==> src/sv/yc2rgb_pkg.sv <==
`timescale 1ns / 1ps
`default_nettype none
// ----------------------------------------------------------------------------
// yc2rgb_pkg: shared types and constants
// Payload structs, fixed-point BT.601 coefficients and the reciprocal used to
// divide by the coefficient scale of 10000.
// ----------------------------------------------------------------------------
package yc2rgb_pkg;

    // Number of register stages from input to the output register.
    localparam int NUM_STAGES = 8;

    // Signed width of every intermediate sum (all stay within +/- 2^23).
    localparam int SUM_W = 24;

    typedef logic signed [SUM_W-1:0] t_sum;
    typedef logic [1:0][7:0]         t_px8;

    typedef struct packed {
        logic [7:0] luma_first;
        logic [7:0] luma_second;
        logic [7:0] chroma_blue;
        logic [7:0] chroma_red;
        logic       frame_end;
    } t_in_item;

    typedef struct packed {
        logic [7:0] blue_first;
        logic [7:0] green_first;
        logic [7:0] red_first;
        logic [7:0] blue_second;
        logic [7:0] green_second;
        logic [7:0] red_second;
        logic       frame_end_out;
    } t_out_item;

    // First-stage products are all below 2^23.
    localparam logic [22:0] COEF_CR = 23'd15938;
    localparam logic [22:0] COEF_CB = 23'd20238;
    localparam logic [22:0] COEF_Y  = 23'd11644;
    localparam logic [22:0] COEF_YG = 23'd19837;

    // Green correction products are below 2^21.
    localparam logic [20:0] COEF_RG = 21'd5094;
    localparam logic [20:0] COEF_BG = 21'd1942;

    localparam t_sum OFFS_R = 24'sd2221300;
    localparam t_sum OFFS_B = 24'sd2771300;
    localparam t_sum OFFS_G = 24'sd311710;

    // Sums at or above this value clamp to 255.
    localparam t_sum CLAMP_TOP = 24'sd2560000;

    // floor(s / 10000) == (s * DIV_RECIP) >> DIV_SHIFT for 0 <= s < 2^22.
    localparam int          DIV_IN_W   = 22;
    localparam int          DIV_RCP_W  = 21;
    localparam int          DIV_PROD_W = DIV_IN_W + DIV_RCP_W;
    localparam int          DIV_SHIFT  = 34;
    localparam logic [20:0] DIV_RECIP  = 21'd1717987;

endpackage
`default_nettype wire

==> src/sv/yc2rgb_div_clamp.sv <==
`timescale 1ns / 1ps
`default_nettype none
// ----------------------------------------------------------------------------
// yc2rgb_div_clamp: divide by 10000 and clamp to a byte
// Two stages: reciprocal multiply with range flags, then the clamp select.
// ----------------------------------------------------------------------------
module yc2rgb_div_clamp (
    input  logic              i_clk,
    input  logic [1:0]        i_en,
    input  yc2rgb_pkg::t_sum  i_sum,
    output logic [7:0]        o_byte
);
    import yc2rgb_pkg::*;

    logic [DIV_PROD_W-1:0] w_prod;
    logic [7:0]            r_q, n_q;
    logic                  r_lo, n_lo;
    logic                  r_hi, n_hi;
    logic [7:0]            r_byte, n_byte;

    // Only sums inside 0..2559999 use the quotient, and those fit in 22 bits.
    always_comb begin
        w_prod = DIV_PROD_W'(i_sum[DIV_IN_W-1:0]) * DIV_PROD_W'(DIV_RECIP);
        n_q    = w_prod[DIV_SHIFT+7:DIV_SHIFT];
        n_lo   = i_sum[SUM_W-1];
        n_hi   = (i_sum >= CLAMP_TOP);
    end

    always_comb begin
        if (r_lo) begin
            n_byte = 8'd0;
        end else if (r_hi) begin
            n_byte = 8'd255;
        end else begin
            n_byte = r_q;
        end
    end

    always_ff @(posedge i_clk) begin
        if (i_en[0]) begin
            r_q  <= n_q;
            r_lo <= n_lo;
            r_hi <= n_hi;
        end
        if (i_en[1]) begin
            r_byte <= n_byte;
        end
    end

    assign o_byte = r_byte;

endmodule
`default_nettype wire

==> config.mk <==
export PLATFORM = sky130hd
export DESIGN_NAME = yc2rgb_div_clamp
export DESIGN_NICKNAME = d
export VERILOG_FILES = /design/src/sv/yc2rgb_pkg.sv /design/src/sv/yc2rgb_div_clamp.sv
export SDC_FILE = /design/constraint.sdc
export NUM_CORES = 1
export LEC_CHECK = 0
export BUFFER_PORTS_ARGS = -buffer_cell sky130_fd_sc_hd__buf_2
export CAP_MARGIN = 20
export CORE_ASPECT_RATIO = 0.7
export CORE_MARGIN = 4
export CORE_UTILIZATION = 47
export CTS_BUF_LIST = sky130_fd_sc_hd__clkbuf_16
export CTS_CLUSTER_SIZE = 25
export DETAILED_ROUTE_END_ITERATION = 16
export PLACE_DENSITY = 0.7
export SYNTH_ARGS = -nofsm -noshare
export SYNTH_HDL_FRONTEND = slang
export SYNTH_SLANG_ARGS = --single-unit
==> constraint.sdc <==
create_clock -name i_clk -period 6.6 [get_ports i_clk]
set_input_delay 1.32 -clock i_clk [delete_from_list [all_inputs] [get_ports i_clk]]
set_output_delay 1.32 -clock i_clk [all_outputs]
set_load 0.02 [all_outputs]
Word level (Yosys, flattened, before mapping)
Cells that the tools add are included.

Flip-flop bits (word level): 18. Bits in latches: 0. Memory bits (writable): 0. ROM bits: 0. Output and inout port bits: 8. Logic and storage cells: 7. Memories kept: 0.

Add/sub/neg operators: 0. Multiply operators: 1. Divide/modulo/power cells: 0. $lt $le $gt $ge: 1. Eq/ne operators: 0. Shift-type cells: 0. Multiplexer cells: 1. Bitwise logic cells: 0. Reductions and logical operators: 0.

Operator list (count): multiplier 22 x 22 -> 42 bit, second input constant (1); >= comparator 24 x 23 -> 1 bit, second input constant (1); 2-to-1 mux 8 bit (1).

Longest topological paths before layout
Word-level depth: 1. Depth in mapped cells: 22. Depth with buffers taken out: 22.

Worst setup path after synthesis
OpenSTA, ideal clock, no wires.

Kind: input-to-reg. Start point: in i_sum[10]. End point: reg r_q[4] (data pin). Arrival: 6.406 ns. Required time: 6.341 ns. Setup slack: -0.065 ns. Cell stages on the path: 20. Cells stage by stage: inv_1 ha_1 fa_1 inv_1 fa_1 inv_1 fa_1 fa_1 fa_1 inv_1 fa_1 inv_1 ha_1 a211oi_1 o21ai_0 a221oi_1 nor3_1 a211oi_2 o21ai_0 xnor2_1.

Word-level cells in the longest chain between the ends: 1.

RTL lines: start, declared (RTL line yc2rgb_div_clamp.sv:10) `input yc2rgb_pkg::t_sum i_sum,`; multiplier 22 x 22 -> 42 bit (RTL line yc2rgb_div_clamp.sv:23) `w_prod = DIV_PROD_W'(i_sum[DIV_IN_W-1:0]) * DIV_PROD_W'(DIV_RECIP);`; net w_prod[38] (RTL line yc2rgb_div_clamp.sv:15) `logic [DIV_PROD_W-1:0] w_prod;`; end signal, assigned (RTL line yc2rgb_div_clamp.sv:41) `r_q <= n_q;`; end, declared (RTL line yc2rgb_div_clamp.sv:16) `logic [7:0] r_q, n_q;`.

The timed path passes the listed nets, and every way through them passes these cells. A chain may end at the register's enable or synchronous reset.

Worst setup path in the final report
Start point: in i_sum[1]. End point: reg r_q[5] (data pin).

Same word-level chain as after synthesis.

==> metrics.yaml <==
ys.warnings.count: 0
hold_class: "reg2reg"
ys_seq_elements: 18
routabilityCongestion: 0.9892
grt_max_degree: 30
cp_max_fo: 5
wl_per_cell_um: 19.69
crit_path_end_kind: "flip-flop"
fill_cells: 1466
rows: 43
synth.mux.area_fraction: 0.006433
finClkSkew_ps: 0.8858
yosys.area_share.simple: 0.05095
yosysTopAreaCellShare: 0.4034
slew_headroom: 0.5878
critPathLaunchType: "input port"
antenna_found_initial: 0
drive_gt1_frac: 0.3186
die_x_um: 179.9
synth_edf_count: 18
worst-r2r-setup-slack_ps: 5660
synth_fa_ha_area_frac: 0.6479
finalMaxSlewViolations: 0
worstMarginPinSlew_ps: 611.9
final_common_cell: "inv_1"
ys_seq_area_frac: 0.05558
dp_slack_ps: -616.6
cts_tree: "built"
coreArea_um2: 20070
synth_area_leaders: "fa_1 40%, ha_1 24%, inv_1 12%"
h-tree-depth: 1
cp.required_ps: 6570
synth-compound-area-share: 0.08182
async_flop_share: 0
grt_util_all_layers: 0.2358
synth_nets: 1410
start_util: 0.4846
hold_depth: 2
cts_buffer_depth: 2
arrival_ps: 6630
multi_input_area_um2: 8927
first_global_vias: 8004
final_cell_mix: "280 x inv_1, 186 x buf_4, 181 x fa_1, 140 x ha_1, 40 x ha_4"
seqCellArea_um2: 540.5
insertion_delay_ps: 240
synth.cell_area_um2: 9726
clk_pin_slew_ps: 50
min_period_over_period: 1.009
drt_wl_total_mm: 29.32
rsz0062_at_grt: "true"
hold_end: "o_byte[6]$_SDFFCE_PP0P_"
crit_type: "in2reg"
drt_iter0_drc: 592
via_count: 7782
timing.rr.end: "o_byte[2]$_SDFFCE_PP0P_"
grt_pass1_wl_mm: 43.04
postSynthAreaPerCell_um2: 9.755
dieArea_um2: 23100
violations: "setup timing"
fmax_mhz: 150.2
finalSetupViolCount: 4
min-delay-start: "r_q[6]$_DFFE_PP_"
maxCapViolations: 0
synth_top_family_by_area: "adder cells"
hold_viol_final: 0
dr.pass1.iters: 5
nets: 1632
dp_hpwl_mm: 23.46
cts_inserted_buffers: 3
area_delta_synth_final_pct: 32.11
ys.flop_type: "edfxtp_1"
portBuffers: 34
rr_worst_depth: 2
drc: 0
grt_overflow_total: 0
synth_cells: 997
io_pins: 35
synthXorXnorAreaFrac: 0.03422
r2r_start: "r_hi$_DFFE_PP_"
synth_top_area_cell: "fa_1"
synthDistinctLibCells: 49
cts_root_buf: "clkbuf_16"
cts.sinks: 18
ant_nets: 0
hold_ws_ps: 541.5
status: "finished, violations left"
vias_per_cell: 5.226
die_y_um: 128.4
timing.final.ws_setup_ps: -56.95
min_period_ps: 6657
[cells in the mapped netlist, types with 2 or more instances]
| cell | n |
|---|---|
| a211oi_1 | 6 |
| o21bai_1 | 4 |
| nand2b_1 | 2 |
| nor3_1 | 10 |
| nor2_1 | 30 |
| a31oi_1 | 6 |
| mux2i_1 | 4 |
| xnor2_1 | 19 |
| fa_1 | 196 |
| nand4_1 | 5 |
| a21oi_1 | 42 |
| o21ai_0 | 23 |
| nand2_1 | 30 |
| o311ai_0 | 2 |
| edfxtp_1 | 18 |
| mux2_2 | 2 |
| and3_1 | 4 |
| o21a_1 | 2 |
| clkbuf_1 | 10 |
| nor2b_1 | 3 |
| inv_1 | 307 |
| a21o_1 | 18 |
| o211ai_1 | 3 |
| o22ai_1 | 4 |
| nand3_1 | 11 |
| or2_2 | 2 |
| xor2_1 | 19 |
| o2111ai_1 | 2 |
| ha_1 | 190 |
| a31o_2 | 4 |
[how the worst max path moves through the flow]
| stage | from | end | slack, ps | cells past startpoint |
|---|---|---|---|---|
| global placement | i_sum[3] | r_q[7]$_DFFE_PP_ | -440 | 22 |
| CTS | i_sum[11] | r_q[5]$_DFFE_PP_ | -30 | 22 |
| detailed placement | i_sum[6] | r_q[5]$_DFFE_PP_ | -620 | 23 |
| global route | i_sum[3] | r_q[7]$_DFFE_PP_ | -180 | 21 |
| floorplan | i_sum[10] | r_q[4]$_DFFE_PP_ | 20 | 20 |
| finish | i_sum[1] | r_q[5]$_DFFE_PP_ | -60 | 20 |
[final cells by class]
cell class | count | area share
timing repair buffer | 228 | 0.1396
clock buffer | 3 | 0.005843
clock inverter | 1 | 0.0002921
sequential | 18 | 0.04207
multi-input combinational | 661 | 0.6948
antenna | 1 | 0.0001948
inverter | 307 | 0.09086
tap | 270 | 0.02629
[through the flow]
| step | utilization | instance area, µm² | setup TNS [ps] | std cells |
|---|---|---|---|---|
| finish | 0.6403 | 12850 | -184.8 | 1489 |
| detailed placement | 0.5739 | 11520 | -4088 | 1467 |
| global route | 0.6401 | 12850 | -955.6 | 1488 |
| floorplan | - | 9726 | 0 | 997 |
| CTS | 0.5957 | 11960 | -62.12 | 1471 |
| global placement | 0.5739 | 11520 | -3033 | 1467 |
[what timing repair did]
| action | in CTS | in global routing |
|---|---|---|
| endpoints found under the setup margin | 8 | 8 |
| endpoints found under the hold margin | 0 | 0 |
| buffers inserted | 0 | 17 |
| hold buffers | 0 | 0 |
| resized for setup | 63 | 178 |
| pin swaps | 29 | 90 |
[state kept, by name, indices dropped and copies added, names as in the netlist]
name,count
r_lo,1
r_hi,1
r_q,8
o_byte,8
[cells by family after synthesis]
logic type | count (synthesis)
XOR/XNOR | 38
adder cells (fa/ha/maj) | 386
AND/OR/NAND/NOR | 105
flip-flops | 18
buffers and inverters | 318
AO/OA/AOI/OAI | 126
multiplexers | 6
[layer usage]
metal	wire length, µm	part of all wire	track usage	vias up
li1	-	-	-	3546
met1	12690	0.43	0.3620	3825
met2	12470	0.43	0.3440	351
met3	3280	0.11	0.06329	60
met4	884	0.030	0.03180	0
met5	0	0	0	-
[worst max-delay path: stages]
cell and delay [ps]:
buf_8 110, ha_4 280, inv_2 40, fa_1 550, inv_2 40, fa_1 500
fa_1 560, fa_2 480, fa_1 530, inv_1 50, fa_1 520, inv_2 60
ha_4 280, buf_6 130, a21o_1 210, a221oi_4 340, nor3_4 90, a211oi_4 290
buf_4 180, o311ai_4 70
Power is not shown: default switching activity piles up to over one toggle a cycle in this logic, so the estimate is an artifact.
