**src/sv/yc2rgb_pkg.sv**
```systemverilog
`timescale 1ns / 1ps
`default_nettype none
// ----------------------------------------------------------------------------
// yc2rgb_pkg: shared types and constants
// Payload structs, fixed-point BT.601 coefficients and the reciprocal used to
// divide by the coefficient scale of 10000.
// ----------------------------------------------------------------------------
package yc2rgb_pkg;

    // Number of register stages from input to the output register.
    localparam int NUM_STAGES = 8;

    // Signed width of every intermediate sum (all stay within +/- 2^23).
    localparam int SUM_W = 24;

    typedef logic signed [SUM_W-1:0] t_sum;
    typedef logic [1:0][7:0]         t_px8;

    typedef struct packed {
        logic [7:0] luma_first;
        logic [7:0] luma_second;
        logic [7:0] chroma_blue;
        logic [7:0] chroma_red;
        logic       frame_end;
    } t_in_item;

    typedef struct packed {
        logic [7:0] blue_first;
        logic [7:0] green_first;
        logic [7:0] red_first;
        logic [7:0] blue_second;
        logic [7:0] green_second;
        logic [7:0] red_second;
        logic       frame_end_out;
    } t_out_item;

    // First-stage products are all below 2^23.
    localparam logic [22:0] COEF_CR = 23'd15938;
    localparam logic [22:0] COEF_CB = 23'd20238;
    localparam logic [22:0] COEF_Y  = 23'd11644;
    localparam logic [22:0] COEF_YG = 23'd19837;

    // Green correction products are below 2^21.
    localparam logic [20:0] COEF_RG = 21'd5094;
    localparam logic [20:0] COEF_BG = 21'd1942;

    localparam t_sum OFFS_R = 24'sd2221300;
    localparam t_sum OFFS_B = 24'sd2771300;
    localparam t_sum OFFS_G = 24'sd311710;

    // Sums at or above this value clamp to 255.
    localparam t_sum CLAMP_TOP = 24'sd2560000;

    // floor(s / 10000) == (s * DIV_RECIP) >> DIV_SHIFT for 0 <= s < 2^22.
    localparam int          DIV_IN_W   = 22;
    localparam int          DIV_RCP_W  = 21;
    localparam int          DIV_PROD_W = DIV_IN_W + DIV_RCP_W;
    localparam int          DIV_SHIFT  = 34;
    localparam logic [20:0] DIV_RECIP  = 21'd1717987;

endpackage
`default_nettype wire

```
**src/sv/yc2rgb_front.sv**
```systemverilog
`timescale 1ns / 1ps
`default_nettype none
// ----------------------------------------------------------------------------
// yc2rgb_front: coefficient products and red/blue sums
// Stage one forms the constant products, stage two the offset sums for
// red, blue and the luma part of green for both pixels.
// ----------------------------------------------------------------------------
module yc2rgb_front (
    input  logic                    i_clk,
    input  logic [1:0]              i_en,
    input  yc2rgb_pkg::t_in_item    i_data,
    output yc2rgb_pkg::t_sum [1:0]  o_sum_r,
    output yc2rgb_pkg::t_sum [1:0]  o_sum_b,
    output yc2rgb_pkg::t_sum [1:0]  o_gy
);
    import yc2rgb_pkg::*;

    logic [22:0]       r_p_cr, n_p_cr;
    logic [22:0]       r_p_cb, n_p_cb;
    logic [1:0][22:0]  r_p_y, n_p_y;
    logic [1:0][22:0]  r_p_yg, n_p_yg;
    t_sum [1:0]        r_sum_r, n_sum_r;
    t_sum [1:0]        r_sum_b, n_sum_b;
    t_sum [1:0]        r_gy, n_gy;
    logic [1:0][7:0]   w_luma;

    assign w_luma = {i_data.luma_second, i_data.luma_first};

    always_comb begin
        n_p_cr = 23'(i_data.chroma_red) * COEF_CR;
        n_p_cb = 23'(i_data.chroma_blue) * COEF_CB;
        for (int p = 0; p < 2; p++) begin
            n_p_y[p]  = 23'(w_luma[p]) * COEF_Y;
            n_p_yg[p] = 23'(w_luma[p]) * COEF_YG;
        end
    end

    always_comb begin
        for (int p = 0; p < 2; p++) begin
            n_sum_r[p] = $signed({1'b0, r_p_cr}) + $signed({1'b0, r_p_y[p]}) - OFFS_R;
            n_sum_b[p] = $signed({1'b0, r_p_cb}) + $signed({1'b0, r_p_y[p]}) - OFFS_B;
            n_gy[p]    = $signed({1'b0, r_p_yg[p]}) - OFFS_G;
        end
    end

    always_ff @(posedge i_clk) begin
        if (i_en[0]) begin
            r_p_cr <= n_p_cr;
            r_p_cb <= n_p_cb;
            r_p_y  <= n_p_y;
            r_p_yg <= n_p_yg;
        end
        if (i_en[1]) begin
            r_sum_r <= n_sum_r;
            r_sum_b <= n_sum_b;
            r_gy    <= n_gy;
        end
    end

    assign o_sum_r = r_sum_r;
    assign o_sum_b = r_sum_b;
    assign o_gy    = r_gy;

endmodule
`default_nettype wire

```
**config.mk**
```make
export PLATFORM = sky130hd
export DESIGN_NAME = yc2rgb_front
export DESIGN_NICKNAME = d
export VERILOG_FILES = /design/src/sv/yc2rgb_pkg.sv /design/src/sv/yc2rgb_front.sv
export SDC_FILE = /design/constraint.sdc
export NUM_CORES = 1
export LEC_CHECK = 0
export BUFFER_PORTS_ARGS = -buffer_cell sky130_fd_sc_hd__buf_2
export CORE_MARGIN = 1
export CORE_UTILIZATION = 30
export CTS_CLUSTER_DIAMETER = 60
export DETAILED_ROUTE_END_ITERATION = 16
export GPL_ROUTABILITY_DRIVEN = 0
export GPL_TIMING_DRIVEN = 0
export SETUP_SLACK_MARGIN = 0.5
export SYNTH_ARGS = -nofsm -noshare
export SYNTH_HDL_FRONTEND = slang
export SYNTH_SLANG_ARGS = --single-unit
```
**constraint.sdc**
```tcl
create_clock -name i_clk -period 6.47 [get_ports i_clk]
set_input_delay 1.941 -clock i_clk [delete_from_list [all_inputs] [get_ports i_clk]]
set_output_delay 1.941 -clock i_clk [all_outputs]
set_load 0.03 [all_outputs]
```
# Yosys cells after proc, flatten, opt, wreduce, memory -nomap -nowiden
# Cells that the tools add are included.
[word_totals]
out_inout_bits = 144
regBits = 273
ramBits = 0
inputBits = 36
rom_bits = 0
latch_bits = 0
mem_count = 0
[op_classes]
multipliers = 6
eq_ne = 0
shift = 0
n_reduce_logical = 0
bitwise_logic = 0
mux = 0
magnitude_cmp = 0
add_sub_neg = 10
div_mod_pow = 0
[op_table]
columns = ["op", "count"]
rows = [
  ["$add 23x22->24", 2],
  ["$sub 23x19->24 const B", 2],
  ["$sub 23x22->24 const B", 2],
  ["$sub 24x23->24 const B", 2],
  ["$add 22x22->23", 2],
  ["$mul 8x15->23 const B", 2],
  ["$mul 8x12->20 const B", 2],
  ["$mul 8x14->22 const B", 1],
  ["$mul 8x13->21 const B", 1],
]

# Logic depth before layout (Yosys ltp)
[depth]
word_depth = 2
depth_mapped = 17
mapped_depth_nobuf = 16

# Least setup slack after synthesis
# Ideal clock, no wire load.
[synth_path]
path_type = "input to register"
from = "input i_data[30] (netlist bit)"
to = "register r_p_yg[18] (netlist bit) (data pin)"
n_path_buf = 0
arrival_time_ns = 5.737
slack_ns = 0.474
stages = 15
setup_ns = 0.259
path_cell_list = "fa_1 -> xor2_1 -> ha_1 -> fa_1 -> inv_1 -> fa_1 -> inv_1 -> ha_1 -> a21oi_1 -> o21ai_0 -> and2_1 -> a2111oi_0 -> o31ai_1 -> a21oi_1 -> xnor2_1"
[synth_lines]
columns = ["element", "line_no", "rtl"]
rows = [
  ["start: declaration", "yc2rgb_front.sv:11", "input yc2rgb_pkg::t_in_item i_data,"],
  ["end signal: assignment", "yc2rgb_front.sv:51", "r_p_yg <= n_p_yg;"],
  ["end: declaration", "yc2rgb_front.sv:21", "logic [1:0][22:0] r_p_yg, n_p_yg;"],
]

==> flow_metrics.env <==
export IMPL_critical_path_endpoint_type="register"
export IMPL_first_global_vias=16500
export IMPL_setup_viol=0
export IMPL_detailedPlacementHpwl_um=48770
export IMPL_yosysWarningCount=0
export IMPL_slew_viol_final=0
export IMPL_critical_path_most_common_cell="sky130_fd_sc_hd__fa_1"
export IMPL_drt_pre_antenna_iters=5
export IMPL_tightestPinTransition_ps=772.2
export IMPL_placementRows=104
export IMPL_netlist_instances=2348
export IMPL_timing_hold_worst_start="r_p_cb[1]"
export IMPL_drtIter0Drc=944
export IMPL_ctsRootBufferMaster="sky130_fd_sc_hd__clkbuf_16"
export IMPL_placedCellCount=3587
export IMPL_outcome="finished, final reports clean"
export IMPL_viasPerCell=4.614
export IMPL_critical_path_cell_chain="buf_2 > ha_2 > inv_1 > fa_1 > fa_1 > fa_1 > inv_1 > ha_1 > clkbuf_1 > a21oi_1 > o21bai_1 > a21o_1 > or3_1 > o211ai_1 > nand4b_1 > o311ai_2"
export IMPL_worst_setup_hold_path_clk_slew_ps=50
export IMPL_synth_edff_count=265
export IMPL_path_delay_family="adder cells"
export IMPL_grt_max_degree=86
export IMPL_synth_lib_cells_used_distinct=69
export IMPL_crit_buf_inv=4
export IMPL_postRouteAntennaNets=0
export IMPL_wirelength_um=59890
export IMPL_worst_path_max_delay_cell="sky130_fd_sc_hd__fa_1"
export IMPL_final_setup_tns_ps=0
export IMPL_min_period_over_period_pct=90.29
export IMPL_ys_ff_latch=265
export IMPL_die_y_um=288.6
export IMPL_synthFlopType="sky130_fd_sc_hd__edfxtp_1"
export IMPL_layout_cells_non_filler=3668
export IMPL_worstSkewPairLatency_ps=580
export IMPL_pin_count=180
export IMPL_fraction_of_the_mapped_netlist_area_in_compound_gates_pct=11.94
export IMPL_worst_slew_margin_rel_pct=48.52
export IMPL_post_route_cells_drive_above_1_share_pct=11.58
export IMPL_worst_ep_arrival_time_ps=6130
export IMPL_dieWidth_um=288.6
export IMPL_cts_tree="built"
export IMPL_finalHoldViolations=0
export IMPL_worst_r2r_endpoint="o_sum_r[41]"
export IMPL_floorplan_core_area_um2=80940
export IMPL_synth_simple_area_share_pct=7.545
export IMPL_io_buffers=174
export IMPL_cts_root_to_sink_buffers=3
export IMPL_area_delta_synth_final_pct=15.79
export IMPL_final_common_cell="sky130_fd_sc_hd__inv_1"
export IMPL_cts_sinks=265
export IMPL_antenna_found_initial=5
export IMPL_drc_markers=0
export IMPL_synth_top_family_by_area="adder cells"
export IMPL_cts_htree_levels=2
export IMPL_seq_area_frac_synth_pct=32.29
export IMPL_avgRoutedWirePerCell_um=16.33
export IMPL_timing_hold_worst_class="register to register"
export IMPL_globalRoute_totalOverflow=0
export IMPL_timing_fmax_ghz=0.1712
export IMPL_final_setup_skew_ps=22.73
export IMPL_timing_critical_path_fanout_max=8
export IMPL_floorplan_initialDensity_pct=30.44
export IMPL_globalRouteTotalUtil_pct=14.56
export IMPL_finish_instance_area_um2=28530
export IMPL_cts_made_buffers=43
export IMPL_period_minus_slack_ps=5842
export IMPL_rsz0062_at_grt="yes"
export IMPL_cts_hold_buf=0
export IMPL_hold_path_end="o_sum_b[1]"
export IMPL_worst_r2r_setup_slack_ps=3030
export IMPL_die_area_um2=83290
export IMPL_route_vias_total=16923
export IMPL_grt_pass1_wl_um=92630
export IMPL_mostFrequentLayoutCells="481 x sky130_fd_sc_hd__inv_1, 427 x sky130_fd_sc_hd__ha_1, 265 x sky130_fd_sc_hd__edfxtp_1, 169 x sky130_fd_sc_hd__buf_2, 147 x sky130_fd_sc_hd__fa_1"
export IMPL_number_of_stages_on_the_worst_hold_path=0
export IMPL_worst_ep_required_time_ps=6760
export IMPL_critical_path_max_stage_delay_ps=550
export IMPL_r2r_worst_path_cells=13
export IMPL_synth_mux_area_share_pct=0.08124
export IMPL_yosys_area_share_adder_pct=33.99
export IMPL_startpoint_type="input port"
export IMPL_async_flop_share_pct=0
export IMPL_regToRegStartpoint="r_p_y[26]"
export IMPL_cell_area_synth_um2=24640
export IMPL_syn_avg_cell_area_um2=10.49
export IMPL_fillCellCount=8209
export IMPL_synth_xor_area_share_pct=6.398
export IMPL_maxCapViolations=0
export IMPL_worstSetupPathType="input port to register"
export IMPL_postPlaceCellArea_um2=26920
export IMPL_final_nets=3191
-- per-stage QoR --
stage	hold WS [ps]	utilization (%)	worst slack [ps]
after CTS	414.8	35.05	460.4
after global routing	441.2	35.25	459.1
final	413.4	35.25	628.0
after floorplan	400.3	-	509.7
after detailed placement	404.5	33.26	-470.9
after global placement	403.4	33.17	-420.5
-- flip-flops by register name, summed over array words and instances, names as in the netlist --
name	count
o_gy	48
o_sum_b	45
o_sum_r	45
r_p_cb	22
r_p_cr	21
r_p_y	38
r_p_yg	46
-- synth_stat cells, types with 28 or more instances --
master                     count  area [um2]
sky130_fd_sc_hd__nor2b_1      29       181.4
sky130_fd_sc_hd__xnor2_1     119        1042
sky130_fd_sc_hd__o21ai_0      85       425.4
sky130_fd_sc_hd__nand3_1      32       160.2
sky130_fd_sc_hd__inv_1       482        1809
sky130_fd_sc_hd__ha_1        431        5393
sky130_fd_sc_hd__edfxtp_1    265        7958
sky130_fd_sc_hd__fa_1        149        2983
sky130_fd_sc_hd__nor3_1       28       140.1
sky130_fd_sc_hd__a21o_1       78       585.6
sky130_fd_sc_hd__a21oi_1     123       615.6
sky130_fd_sc_hd__xor2_1       61       534.3
sky130_fd_sc_hd__nor2_1       83       311.6
sky130_fd_sc_hd__nand2_1      82       307.8
-- area by class of cell --
type / count / area, um2 / share of cell area, %
multi-input cells: 1584 / 14940 / 52.35
well taps: 1060 / 1326 / 4.648
clock buffers: 47 / 1112 / 3.898
flip-flops and latches: 265 / 7958 / 27.89
clock inverters: 30 / 317.8 / 1.114
plain buffers: 20 / 100.1 / 0.3508
diodes: 1 / 2.502 / 0.008770
repair buffers: 179 / 968.4 / 3.394
inverters: 482 / 1809 / 6.341
-- kinds of logic (layout without fill, tap and decap cells) --
family	after synthesis	count (layout)
adder cells (fa/ha/maj)	580	580
buffers and inverters	502	758
AO/OA/AOI/OAI	450	450
AND/OR/NAND/NOR	368	368
flip-flops	265	265
XOR/XNOR	180	180
multiplexers	2	2
other	1	5
-- routing by layer --
metal  vias up  GRT usage [%]  wire [um]
met2       361          22.05      25160
met1      7913          20.17      29020
met4         8          4.184       1489
met5         -              0         45
met3        84          4.005       4175
li1       8557              -          -
-- timing repair --
item | 4_1_cts | 5_1_grt
pin swaps | 0 | 7
resized for setup | 7 | 30
setup endpoints to repair | 6 | 21
buffers inserted | 0 | 3
-- worst max path at each step --
stage / depth (start not counted) / start / endpoint
2_1_floorplan: 15 / i_data[30] / r_p_yg[18]
3_3_place_gp: 15 / i_data[30] / r_p_y[21]
3_5_place_dp: 15 / i_data[32] / r_p_y[21]
4_1_cts: 15 / i_data[32] / r_p_y[21]
5_1_grt: 17 / i_data[19] / r_p_yg[44]
6_report: 16 / i_data[32] / r_p_y[21]
Power is left out: the tool's default activity adds up to more than one toggle a clock period on the data nets, which glitch-free logic cannot reach.
