--- src/sv/yc2rgb_pkg.sv ---
`timescale 1ns / 1ps
`default_nettype none
// ----------------------------------------------------------------------------
// yc2rgb_pkg: shared types and constants
// Payload structs, fixed-point BT.601 coefficients and the reciprocal used to
// divide by the coefficient scale of 10000.
// ----------------------------------------------------------------------------
package yc2rgb_pkg;

    // Number of register stages from input to the output register.
    localparam int NUM_STAGES = 8;

    // Signed width of every intermediate sum (all stay within +/- 2^23).
    localparam int SUM_W = 24;

    typedef logic signed [SUM_W-1:0] t_sum;
    typedef logic [1:0][7:0]         t_px8;

    typedef struct packed {
        logic [7:0] luma_first;
        logic [7:0] luma_second;
        logic [7:0] chroma_blue;
        logic [7:0] chroma_red;
        logic       frame_end;
    } t_in_item;

    typedef struct packed {
        logic [7:0] blue_first;
        logic [7:0] green_first;
        logic [7:0] red_first;
        logic [7:0] blue_second;
        logic [7:0] green_second;
        logic [7:0] red_second;
        logic       frame_end_out;
    } t_out_item;

    // First-stage products are all below 2^23.
    localparam logic [22:0] COEF_CR = 23'd15938;
    localparam logic [22:0] COEF_CB = 23'd20238;
    localparam logic [22:0] COEF_Y  = 23'd11644;
    localparam logic [22:0] COEF_YG = 23'd19837;

    // Green correction products are below 2^21.
    localparam logic [20:0] COEF_RG = 21'd5094;
    localparam logic [20:0] COEF_BG = 21'd1942;

    localparam t_sum OFFS_R = 24'sd2221300;
    localparam t_sum OFFS_B = 24'sd2771300;
    localparam t_sum OFFS_G = 24'sd311710;

    // Sums at or above this value clamp to 255.
    localparam t_sum CLAMP_TOP = 24'sd2560000;

    // floor(s / 10000) == (s * DIV_RECIP) >> DIV_SHIFT for 0 <= s < 2^22.
    localparam int          DIV_IN_W   = 22;
    localparam int          DIV_RCP_W  = 21;
    localparam int          DIV_PROD_W = DIV_IN_W + DIV_RCP_W;
    localparam int          DIV_SHIFT  = 34;
    localparam logic [20:0] DIV_RECIP  = 21'd1717987;

endpackage
`default_nettype wire

--- src/sv/yc2rgb_green.sv ---
`timescale 1ns / 1ps
`default_nettype none
// ----------------------------------------------------------------------------
// yc2rgb_green: green sum from luma and the clamped red and blue
// Stage one forms the red and blue correction products, stage two the sum.
// ----------------------------------------------------------------------------
module yc2rgb_green (
    input  logic              i_clk,
    input  logic [1:0]        i_en,
    input  yc2rgb_pkg::t_sum  i_gy,
    input  logic [7:0]        i_red,
    input  logic [7:0]        i_blue,
    output yc2rgb_pkg::t_sum  o_sum
);
    import yc2rgb_pkg::*;

    logic [20:0] r_pr, n_pr;
    logic [20:0] r_pb, n_pb;
    t_sum        r_gy;
    t_sum        r_sum, n_sum;

    always_comb begin
        n_pr  = 21'(i_red) * COEF_RG;
        n_pb  = 21'(i_blue) * COEF_BG;
        n_sum = r_gy - $signed({3'b000, r_pr}) - $signed({3'b000, r_pb});
    end

    always_ff @(posedge i_clk) begin
        if (i_en[0]) begin
            r_pr <= n_pr;
            r_pb <= n_pb;
            r_gy <= i_gy;
        end
        if (i_en[1]) begin
            r_sum <= n_sum;
        end
    end

    assign o_sum = r_sum;

endmodule
`default_nettype wire

--- config.mk ---
export PLATFORM = sky130hd
export DESIGN_NAME = yc2rgb_green
export DESIGN_NICKNAME = d
export VERILOG_FILES = /design/src/sv/yc2rgb_pkg.sv /design/src/sv/yc2rgb_green.sv
export SDC_FILE = /design/constraint.sdc
export NUM_CORES = 1
export LEC_CHECK = 0
export ABC_AREA = 0
export BUFFER_PORTS_ARGS = -buffer_cell sky130_fd_sc_hd__buf_2
export CAP_MARGIN = 25
export CELL_PAD_IN_SITES_DETAIL_PLACEMENT = 0
export CELL_PAD_IN_SITES_GLOBAL_PLACEMENT = 1
export CORE_MARGIN = 3
export CORE_UTILIZATION = 40
export DETAILED_ROUTE_END_ITERATION = 12
export MAX_ROUTING_LAYER = met4
export PLACE_DENSITY_LB_ADDON = 0.1
export SETUP_SLACK_MARGIN = 0.4
export SLEW_MARGIN = 20
export SYNTH_ARGS = -nofsm -noshare
export SYNTH_HDL_FRONTEND = slang
export SYNTH_SLANG_ARGS = --single-unit
--- constraint.sdc ---
create_clock -name i_clk -period 5.13 [get_ports i_clk]
set_input_delay 1.026 -clock i_clk [delete_from_list [all_inputs] [get_ports i_clk]]
set_output_delay 1.026 -clock i_clk [all_outputs]
set_load 0.02 [all_outputs]
# ---- Word level (Yosys, flattened, before mapping)
# Cells that the tools add are included.
dict set report classes {
  n_reduce_logical 0
  n_mux 0
  order_cmp 0
  n_div 0
  n_addsub 2
  shift 0
  n_eq_ne 0
  mul 2
  bitwise 0
}
# op n
set ops {}
lappend ops {{24-bit by 20-bit subtractor with 24-bit output} 1}
lappend ops {{24-bit by 22-bit subtractor with 24-bit output} 1}
lappend ops {{8-bit by 12-bit multiplier with 20-bit output, second input constant} 1}
lappend ops {{8-bit by 10-bit multiplier with 18-bit output, second input constant} 1}
dict set report word_totals {
  register_bits 86
  mem_count 0
  word_cells 8
  out_inout_bits 24
  latchBits 0
  ram_bits 0
  romBits 0
}

# ---- Logic depth before layout (Yosys ltp)
# Gate-level depths: netlist of run 1.
dict set report depth {
  depth_word 2
  ltp_mapped 18
  ltp_nobuf 18
}

# ---- Least setup slack after synthesis of run 1
# OpenSTA, ideal clock, no wires.
dict set report synth_path {
  path_kind {input -> register}
  start {in i_red[5]}
  end {reg r_pr[19], data pin}
  t_arrival_ns 4.726
  n_path_buf 0
  slack_ns 0.143
  t_required_ns 4.868
  cell_stages 16
  cell_sequence {inv_1 -> fa_1 -> inv_1 -> fa_1 -> inv_1 -> fa_1 -> inv_1 -> fa_1 -> ha_1 -> a21o_1 -> nor3_1 -> o21ai_0 -> a31oi_1 -> nor3b_1 -> a211oi_1 -> xnor2_1}
}
dict set report synth_via {
  elab_chain_len 1
}
# item line
set synth_rtl {}
lappend synth_rtl {{from (decl)} yc2rgb_green.sv:11} ;# input logic [7:0] i_red,
lappend synth_rtl {{8-bit by 12-bit multiplier with 20-bit output} yc2rgb_green.sv:23} ;# n_pr = 21'(i_red) * COEF_RG;
lappend synth_rtl {{named net n_pr[19]} yc2rgb_green.sv:17} ;# logic [20:0] r_pr, n_pr;
lappend synth_rtl {{to (signal assigned)} yc2rgb_green.sv:30} ;# r_pr <= n_pr;
lappend synth_rtl {{to (decl)} yc2rgb_green.sv:17}
# The timed path passes the listed nets, and every way through them passes these cells.
# A chain may end at the register's enable or synchronous reset.

# ---- Worst setup path in the final report of run 1
dict set report layout_path {
  start {in i_blue[5]}
  end {reg r_pb[18], data pin}
}
dict set report layout_via {
  elab_chain_len 1
}
# item line
set layout_rtl {}
lappend layout_rtl {{from (decl)} yc2rgb_green.sv:12} ;# input logic [7:0] i_blue,
lappend layout_rtl {{8-bit by 10-bit multiplier with 18-bit output} yc2rgb_green.sv:24} ;# n_pb = 21'(i_blue) * COEF_BG;
lappend layout_rtl {{named net n_pb[18]} yc2rgb_green.sv:18} ;# logic [20:0] r_pb, n_pb;
lappend layout_rtl {{to (signal assigned)} yc2rgb_green.sv:31} ;# r_pb <= n_pb;
lappend layout_rtl {{to (decl)} yc2rgb_green.sv:18}
# The timed path passes the listed nets, and every way through them passes these cells.

==> results.md, run 1 <==
* Switch share at a little over two fifths
* Total wire length at 14.7 mm
* Final core utilization at 49.2%
* Area of all sequential standard cells at 0.00258 mm2
* Post-route DRC violation count at 0
* Area share of fa/ha/maj cells after synthesis at 36.3%
* Number of global-route vias before repair at 4997
* Proportion of power drawn by flip-flops and latches at a little over a fifth
* Count of nets after finishing at 1002
* CTS sink cnt at 86
* Synthesis warning total at 0
* Setup violations, final at 0
* Share of the synthesized netlist area taken by xor and xnor gates at 6.02%
* Die footprint at 0.0206 mm2
* Number of storage elements in the synthesis netlist at 86
* Dpl cell area at roughly 0.0084 mm2
* Initial Utilization at 41.4%
* Sum of net half-perimeters after detailed placement at 12.2 mm
* Maximum number of pins on one net before global-route repair at 55
* Dominant combinational cell family by area after synthesis: adder cells
* Mean instance size in the synthesized netlist at approximately 11 um2
* Nets in the synthesized netlist at 904
* Class of the most critical hold timing path: register to register
* Chip Width at 144 um
* Number of DRC markers after the initial detailed-route iteration at 233
* Remaining global-route overflow at 0
* Cell area after synthesis at 0.00757 mm2
* Most common cell after layout, fill and taps aside: inv_1
* Final cell count without fillers at 1010
* Final Hold Slack at 0.584 ns
* Initial antenna violation count at 0
* Clock Tree Root: clkbuf_16
* Internal cell power at 3.32 mW
* Floorplan core area at 0.0183 mm2
* Portion of the clock cycle consumed by the worst path in the final layout at 90.3%
* Leakage power summed over all cells at approximately 4.3 nW
* Fraction of registers with async set or reset after synthesis at 0%
* Worst-path maximum fanout at 5
* Cell area after layout at 0.00898 mm2
* Number of antenna-violating nets in the routed design at 0
* Crit-path max cell delay at 0.50 ns
* Via Count at between 4000 and 5000
* Worst setup path startpoint: i_blue[5]
* Number of buffer and inverter stages on the critical path at 5
* P&R area growth vs syn at 18.7%
* Unrepaired setup endpoints after global routing: true
* Data arrival time of the worst path at 4.74 ns
* Netlist cell types at 44
* Hold Path Origin: r_gy[23]
* TritonCTS clock tree: done
* Count of mapped cells out of synthesis at 678
* Clock insertion delay at the later pin of the skew report at 0.35 ns
* Global-route wire length before repair at 24.2 mm
* Final critical-path required period at between 4 and 5 ns
* Placement-stage worst setup slack at -0.0489 ns
* Critical Path End Type: register
* Area fraction in and, or, nand and nor cells after synthesis at 5.39%
* Diodes inserted at 0
* Largest clock skew in the final design at roughly 0.013 ns
* Net switching power of the design at 2.52 mW
* Areal power density over the cells at 650 mW/mm2
* Fill count at about 1700
* Share of synthesized area spent on multiplexers at less than 1%
* Global-route usage over all layers at 15.2%
* CP max stage cell: fa_1
* Kind of start point of the critical path: input pin
* Min setup slack post-route at 0.498 ns
* Layout cell share with drive strength beyond 1 at 19.3%
* Clock buffer count from CTS at 9
* Critical path class: input pin to register
* Combinational group share of total power at 66.7%
* RR Startpoint: r_pb[5]
* Max IR drop VDD at 0.000280 V
* Last weighted congestion value of the routability-driven placer at 0.889
* Sequential element share of the synthesized area at 34.1%
* Ratio of routed vias to standard cells at 4.82
* Series of cell instances along the critical path: clkbuf_4, ha_1, inv_1, fa_1, inv_1, fa_1, inv_1, fa_1, inv_1, ha_4, o21a_1, o21ai_2, o31ai_4, or4_4, a31o_1, a21oi_2, xnor2_1
* Kind of cell adding the most delay to the critical path: adder cells
* Highest clock frequency the design can meet at 216 MHz
* Final Hold Fails at 0
* IO Port Bufs at 66
* Number of top-level pins at 67
* Most used flip-flop cell after synthesis: edfxtp_1
* Maximum root-to-sink buffer count at 2
* Cell mode on critical path: inv_1
* Commonest cells after routing, fill and taps aside: inv_1 (137), ha_1 (111), edfxtp_1 (86), fa_1 (61), buf_2 (57)
* Number of instances in the placed design at 985
* Row cnt at 49
* Height of the die at 144 um
* Compound-Gate Fraction of Synth Area at a little over a tenth
* First drt pass iteration count at 4
* Number of flops mapped to enable cells by yosys at 86
* Cts-stage hold buffer count at 0
* Number of max-capacitance violations reported at 0
* Actual transition at the worst max-transition pin at 0.700 ns
* Multi-input combinational cell area at 0.00469 mm2
* Critical path data required time at 5.23 ns
* Relative max-transition margin at 53.4%
* Outcome: finished clean
* Clock-pin slew on the worst setup and hold paths at 0.07 ns
* Clock power frac at 11.4%
* Wire per inst at 14.6 um
* Number of slew-limit violations in the final report at 0
* H-tree levels at 3
==> metrics by stage <==
step | power, mW | TNS [ns]
after floorplan | 4.09 | 0
after global placement | 4.93 | -0.00752
after detailed placement | 4.95 | -0.0646
after CTS | 5.67 | 0
after global routing | 6.44 | 0
final | 5.84 | 0
==> layout make-up <==
cell class                 count  area share [%]
clock buffer                   9            2.51
tap                          229            3.19
sequential                    86            28.7
inverter                     147            6.20
clock inverter                 7           0.863
multi-input combinational    441            52.2
timing repair buffer          91            6.28
==> sequential cells by signal, summed over array words and instances (netlist names) <==
| signal | count |
|---|---|
| o_sum | 24 |
| r_pr | 20 |
| r_gy | 24 |
| r_pb | 18 |
==> path summary, 6_finish.rpt <==
check | to | slack (ns) | cells after the start
setup reg to reg | o_sum[18] | 1.62 | 11
setup / recovery | r_pb[18] | 0.50 | 17
hold reg to reg | o_sum[23] | 0.58 | 1
hold / removal | o_sum[23] | 0.58 | 1
==> repair_timing <==
item / in CTS / in global routing
setup buffers: 0 / 9
setup endpoints to repair: 3 / 9
resized for setup: 4 / 57
pin swaps: 3 / 36
==> kinds of logic after synthesis <==
family,Yosys count
flops,86
fa+ha+maj,183
xor+xnor,52
simple gates,86
compound gates,119
buf+inv,151
mux,1
==> power by group through the flow <==
stage | clock, mW | combinational (mW) | sequential [mW]
3_5_place_dp | 0 | 3.65 | 1.30
6_report | 0.663 | 3.90 | 1.28
5_1_grt | 0.717 | 4.42 | 1.30
2_1_floorplan | 0 | 2.69 | 1.40
4_1_cts | 0.681 | 3.70 | 1.29
3_3_place_gp | 0 | 3.63 | 1.30
==> synth_stat cells, drive strengths merged (4+ instances only) <==
master / n / area (um2)
nor2: 34 / 128
nor3: 8 / 40.0
inv: 147 / 552
edfxtp: 86 / 2580
a21o: 23 / 173
o211ai: 5 / 37.5
xor2: 12 / 105
fa: 61 / 1220
nand2b: 6 / 37.5
clkbuf: 4 / 15.0
o21ai: 19 / 95.1
nand2: 16 / 60.1
nand3: 6 / 30.0
o21bai: 7 / 52.6
ha: 122 / 1530
a21oi: 33 / 169
o21a: 6 / 45.0
a31oi: 4 / 25.0
xnor2: 40 / 350
==> layer usage <==
layer | vias up | part of all wire (%) | global-route usage (%)
met4 | 0 | 1.5 | 5.30
li1 | 2493 | - | -
met1 | 2290 | 49 | 20.9
met5 | - | 0 | -
met3 | 11 | 3.0 | 1.73
met2 | 70 | 47 | 23.6
No activity file was read; power rests on OpenSTA's default activity.
==> run 2, diff against run 1 <==
==> constraint.sdc (replaced) <==
create_clock -name i_clk -period 5.13 [get_ports i_clk]
set_input_delay 0.7695 -clock i_clk [delete_from_list [all_inputs] [get_ports i_clk]]
set_output_delay 0.7695 -clock i_clk [all_outputs]
set_load 0.02 [all_outputs]
==> run 2 against run 1 <==
Against the previous run:
- clock skew decreased by 0.0023 ns
- clock-buffer cell count unchanged
- utilization decreased by 2.3 points
- sequential cell count unchanged
- register-to-register slack improved by 0.04 ns
- clock power decreased by 8.1%
- first-iteration DRC count decreased by 18%
- fmax increased by 1.5%
- die area unchanged
- worst hold slack got worse by 0.024 ns
- critical path type unchanged
- critical endpoint is now r_pr[17]
==> results.md, run 2 (synthesis results as in run 1) <==
* Ratio of routed vias to standard cells at 4.84 (+0.40%)
* Areal power density over the cells at 638 mW/mm2 (-1.9%)
* Layout cell share with drive strength beyond 1 at 13.6% (-5.8 points)
* Series of cell instances along the critical path: buf_2, fa_2, inv_1, fa_1, inv_1, fa_1, inv_1, fa_1, ha_4, a21o_1, nor3_1, o21ai_1, a31oi_2, buf_4, inv_1, a31oi_2, xnor2_1
* Initial antenna violation count at 0 (unchanged)
* Portion of the clock cycle consumed by the worst path in the final layout at 89.0% (-1.3 points)
* M2 GR Usage at 21.8% (-1.9 points)
* Critical path class: input pin to register
* Critical Path End Type: register
* Outcome: finished clean
* Diodes inserted at 0 (unchanged)
* Setup violations, final at 0 (unchanged)
* Count of nets after finishing at 981 (-2.1%)
* H-tree levels at 3 (unchanged)
* Floorplan core area at 0.0183 mm2 (unchanged)
* Cell area after layout at 0.00856 mm2 (-4.7%)
* Cell mode on critical path: inv_1
* Maximum root-to-sink buffer count at 2 (unchanged)
* Number of max-capacitance violations reported at 0 (unchanged)
* CP max stage cell: fa_2
* Maximum number of pins on one net before global-route repair at 63 (+15%)
* Commonest cells after routing, fill and taps aside: inv_1 (147), ha_1 (118), edfxtp_1 (86), buf_2 (65), fa_1 (60)
* Leakage power summed over all cells at 4.14 nW (-3.2%)
* Via Count at 4782 (-1.7%)
* Number of global-route vias before repair at 4854 (-2.9%)
* Highest clock frequency the design can meet at 219 MHz (+1.5%)
* Last weighted congestion value of the routability-driven placer at 0.851 (-4.3%)
* Clock Tree Root: clkbuf_16
* Number of slew-limit violations in the final report at 0 (unchanged)
* Actual transition at the worst max-transition pin at 0.800 ns (+0.100 ns)
* Number of top-level pins at 67 (unchanged)
* Clock buffer count from CTS at 9 (unchanged)
* Kind of cell adding the most delay to the critical path: adder cells
* Global-route met3 utilization at 2.10% (+0.37 points)
* Global-route wire length before repair at 23.0 mm (-4.8%)
* Postcts setup bufs at 0 (unchanged)
* Global-route usage over all layers at 14.4% (-0.84 points)
* Global routing's busiest layer: met2
* Height of the die at 144 um (unchanged)
* Max IR drop VDD at 0.000275 V (-1.9%)
* Final critical-path required period at 4.56 ns (-0.0686 ns)
* Class of the most critical hold timing path: register to register
* Post-route DRC violation count at 0 (unchanged)
* Sum of net half-perimeters after detailed placement at 11.8 mm (-3.6%)
* Die footprint at 0.0206 mm2 (unchanged)
* Power, Total at 5.46 mW (-6.6%)
* Initial Utilization at 41.4% (unchanged)
* Number of DRC markers after the initial detailed-route iteration at 192 (-18%)
* Clock insertion delay at the later pin of the skew report at 0.34 ns (about the same)
* CTS sink cnt at 86 (unchanged)
* Dpl cell area at 0.00820 mm2 (-2.2%)
* Number of buffer and inverter stages on the critical path at 6 (+1)
* Data arrival time of the worst path at 4.66 ns (-0.08 ns)
* Kind of start point of the critical path: input pin
* Largest clock skew in the final design at 0.0104 ns (-0.00227 ns)
* Row cnt at 49 (unchanged)
* Worst-path maximum fanout at 6 (+1)
* Wire per inst at 14.0 um (-3.8%)
* Number of antenna-violating nets in the routed design at 0 (unchanged)
* Crit-path max cell delay at 0.62 ns (+0.12 ns)
* Setup tns final at 0 ns (unchanged)
* Relative max-transition margin at 46.7% (-6.7 points)
* Chip Width at 144 um (unchanged)
* Global-route met1 utilization at 20.3% (-0.52 points)
* P&R area growth vs syn at 13.0%
* Final Hold Fails at 0 (unchanged)
* Unrepaired setup endpoints after global routing: true
* Critical path data required time at 5.23 ns (about the same)
* Remaining global-route overflow at 0 (unchanged)
* Most common cell after layout, fill and taps aside: inv_1
* TritonCTS clock tree: done
* First drt pass iteration count at 4 (unchanged)
* Clock-pin slew on the worst setup and hold paths at 0.07 ns (about the same)
* Setup slack of the most critical reg-to-reg path at 1.66 ns (+0.04 ns)
* Cts-stage hold buffer count at 0 (unchanged)
* Fill count at 1746 (+4.8%)
* Total wire length at 13.8 mm (-5.8%)
* IO Port Bufs at 66 (unchanged)
[run 2: cell types whose count changed in the layout (fill, tap and decap cells not counted), sizes merged]
cell	change
buf	-20
clkinv	+2
bufinv	-1
clkbuf	-1
inv	-1
[run 2: layout make-up]
class	count	area (um2)	share of cell area, %
Tap cell	229	287	3.35
Timing Repair Buffer	70	363	4.24
Clock buffer	9	225	2.63
Multi-Input combinational cell	441	4490	52.5
Clock inverter	7	56.3	0.658
Inverter	147	552	6.45
Sequential cell	86	2580	30.2
[run 2: where the power goes]
part | switching [mW] | internal [mW] | leakage [nW]
Combinational | 2.02 | 1.54 | 3.16
Clock | 0.275 | 0.334 | 0.138
Sequential | 0.0636 | 1.22 | 0.841
[run 2: stage by stage]
step	hold slack [ns]	instances	utilization, %	setup slack [ns]
after floorplan	0.545	678	-	0.407
after global placement	0.554	973	44.9	0.191
after detailed placement	0.555	973	44.9	0.0927
after CTS	0.564	989	46.4	0.460
after global routing	0.580	989	46.8	0.384
final	0.560	989	46.8	0.567
[run 2: path summary, 6_finish.rpt]
path          endpoint      from  cells past startpoint
min          o_sum[23]  r_gy[23]                      1
min reg2reg  o_sum[23]  r_gy[23]                      1
max reg2reg  o_sum[18]   r_pb[5]                     11
max           r_pr[17]  i_red[6]                     17
[run 2: timing repair]
item,4_1_cts,5_1_grt
gates resized for setup,0,16
endpoints found under the setup margin,0,6
endpoints found under the hold margin,0,0
[run 2: layer usage]
metal / vias to the layer above / wire (um)
met5: - / 0
met1: 2232 / 7010
met3: 17 / 440
met4: 0 / 203
met2: 85 / 6190
li1: 2448 / -
==> run 3, diff against run 2 <==
BUFFER_PORTS_ARGS = -buffer_cell sky130_fd_sc_hd__buf_4   (was -buffer_cell sky130_fd_sc_hd__buf_2)
CAP_MARGIN = unset   (was 25)
RECOVER_POWER = 100   (was unset)
==> run 3 against run 2 <==
Against the previous run:
- the flow now finishes with violations (capacitance limit, slew limit)
- sequential cell count unchanged
- clock skew decreased by 0.00095 ns
- cell count decreased by 0.30%
- largest cell class unchanged
- largest power group unchanged
- highest routed layer unchanged
==> results.md, run 3 (synthesis results as in run 1) <==
* Number of buffer and inverter stages on the critical path at 6 (unchanged)
* Max IR drop VDD at 0.000249 V (-9.6%)
* Actual transition at the worst max-transition pin at 3.30 ns (+2.50 ns)
* Data arrival time of the worst path at 4.82 ns (+0.16 ns)
* CP max stage cell: fa_1
* Critical path class: input pin to register
* Wire per inst at 14.2 um (+1.3%)
* Cell mode on critical path: inv_1
* Portion of the clock cycle consumed by the worst path in the final layout at 92.3% (+3.3 points)
* Total wire length at 14.0 mm (+1.0%)
* Number of global-route vias before repair at 4951 (+2.0%)
* Power, Total at 5.40 mW (-0.99%)
* Kind of start point of the critical path: input pin
* Ratio of routed vias to standard cells at 4.81 (-0.51%)
* Die footprint at 0.0206 mm2 (unchanged)
* Critical Path End Type: register
* IO Port Bufs at 66 (unchanged)
* Post-route DRC violation count at 0 (unchanged)
* Outcome: finished, violations left
* Sum of net half-perimeters after detailed placement at 12.0 mm (+1.7%)
* Relative max-transition margin at -120% (-170 points)
* Clock buffer count from CTS at 9 (unchanged)
* Global-route usage over all layers at 14.8% (+0.39 points)
* TritonCTS clock tree: done
* Setup tns final at 0 ns (unchanged)
* Maximum number of pins on one net before global-route repair at 63 (unchanged)
* Setup slack of the most critical reg-to-reg path at 1.55 ns (-0.11 ns)
* Class of the most critical hold timing path: register to register
* Row cnt at 49 (unchanged)
* Height of the die at 144 um (unchanged)
* Failing checks: capacitance limit, slew limit
* CTS sink cnt at 86 (unchanged)
* Number of max-capacitance violations reported at 1 (+1)
* Unrepaired setup endpoints after global routing: true
* Worst-path maximum fanout at 4 (-2)
* Leakage power summed over all cells at 4.06 nW (-2.0%)
* Most common cell after layout, fill and taps aside: inv_1
* Kind of cell adding the most delay to the critical path: adder cells
* Last weighted congestion value of the routability-driven placer at 0.905 (+6.4%)
* Number of slew-limit violations in the final report at 63 (+63)
* Floorplan core area at 0.0183 mm2 (unchanged)
* Crit-path max cell delay at 0.59 ns (-0.03 ns)
* Via Count at 4743 (-0.82%)
* P&R area growth vs syn at 12.9%
* Final cell count without fillers at 986 (-0.30%)
* Maximum root-to-sink buffer count at 2 (unchanged)
* Number of DRC markers after the initial detailed-route iteration at 193 (+0.52%)
* Series of cell instances along the critical path: clkbuf_1, inv_1, fa_1, inv_1, ha_1, or2_2, fa_1, inv_1, fa_1, inv_1, ha_1, o2111ai_1, a21oi_1, o41ai_1, clkbuf_1, o21bai_1, a21oi_1, xnor2_1
* Count of nets after finishing at 979 (-0.20%)
* Chip Width at 144 um (unchanged)
* Remaining global-route overflow at 0 (unchanged)
* Final Hold Fails at 0 (unchanged)
* Number of antenna-violating nets in the routed design at 0 (unchanged)
* H-tree levels at 3 (unchanged)
* Initial antenna violation count at 0 (unchanged)
* Clock insertion delay at the later pin of the skew report at 0.34 ns (about the same)
* Cts-stage hold buffer count at 0 (unchanged)
* Number of instances in the placed design at 971 (-0.21%)
* Clock Tree Root: clkbuf_16
* Final critical-path required period at 4.73 ns (+0.170 ns)
* Clock-pin slew on the worst setup and hold paths at 0.06 ns (about the same)
* First drt pass iteration count at 4 (unchanged)
* Fill count at 1761 (+0.86%)
* Layout cell share with drive strength beyond 1 at 7.93% (-5.6 points)
* Initial Utilization at 41.4% (unchanged)
* Areal power density over the cells at 632 mW/mm2 (-0.89%)
* Number of top-level pins at 67 (unchanged)
* Largest clock skew in the final design at 0.00947 ns (-0.000951 ns)
* Commonest cells after routing, fill and taps aside: inv_1 (147), ha_1 (120), edfxtp_1 (86), fa_1 (60), xnor2_1 (40)
* Setup violations, final at 0 (unchanged)
* Global-route wire length before repair at 23.5 mm (+2.4%)
* Critical path data required time at 5.22 ns (about the same)
* Diodes inserted at 0 (unchanged)
* Highest clock frequency the design can meet at 211 MHz (-3.6%)
run 3: cell types whose count changed in the layout (fill, tap and decap cells not counted), sizes merged:
cell,before,now
buf,69,11
clkbuf,10,66
clkinv,4,3
inv,150,147
clkinvlp,0,2
bufinv,0,1
run 3: layer usage:
layer / wire (um) / share of wire, % / GRT usage, % / up-vias
met5: 0 / 0 / - / -
met3: 388 / 2.8 / 1.93 / 11
li1: - / - / - / 2440
met1: 7050 / 50 / 20.5 / 2215
met2: 6400 / 46 / 23.1 / 77
met4: 149 / 1.1 / 3.87 / 0
run 3: repair_timing:
action / 4_1_cts / 5_1_grt
buffers inserted: 0 / 0
setup endpoints to repair: 0 / 4
resized for setup: 0 / 6
run 3: per-stage QoR:
| step | instance area [um2] | utilization, % | setup slack (ns) | hold slack (ns) |
|---|---|---|---|---|
| 2_1_floorplan | 7570 | - | 0.407 | 0.545 |
| 3_3_place_gp | 8350 | 45.7 | 0.173 | 0.555 |
| 3_5_place_dp | 8350 | 45.7 | 0.124 | 0.555 |
| 4_1_cts | 8640 | 47.3 | 0.471 | 0.564 |
| 5_1_grt | 8550 | 46.8 | 0.205 | 0.572 |
| 6_report | 8550 | 46.8 | 0.396 | 0.562 |
run 3: worst reg2reg max path, stage by stage (launching register included):
cell	delay, ns
edfxtp_1	0.38
inv_1	0.08
fa_1	0.47
ha_1	0.38
a21o_1	0.20
nor3_1	0.19
a21boi_0	0.24
a211oi_1	0.48
nor2_1	0.12
nor2_1	0.19
nor2_1	0.06
a2111oi_0	0.52
run 3: final timing paths:
path,from,end,cells after the start
max,i_red[2],r_pr[18],18
min,r_gy[23],o_sum[23],1
max reg2reg,r_pr[5],o_sum[18],11
min reg2reg,r_gy[23],o_sum[23],1
run 3: power breakdown:
group | leakage [nW] | internal [mW] | switching (mW)
Clock | 0.137 | 0.373 | 0.253
Sequential | 0.841 | 1.22 | 0.0686
Combinational | 3.08 | 1.49 | 2.00
Total | 4.06 | 3.08 | 2.32
run 3: layout make-up:
type                    instances  area, um2  area share (%)
multi-input cells             441       4450            52.0
inverters                     147        552            6.45
well taps                     229        287            3.35
clock inverters                 6       63.8           0.746
clock buffers                   9        225            2.63
repair buffers                 68        390            4.57
flip-flops and latches         86       2580            30.2
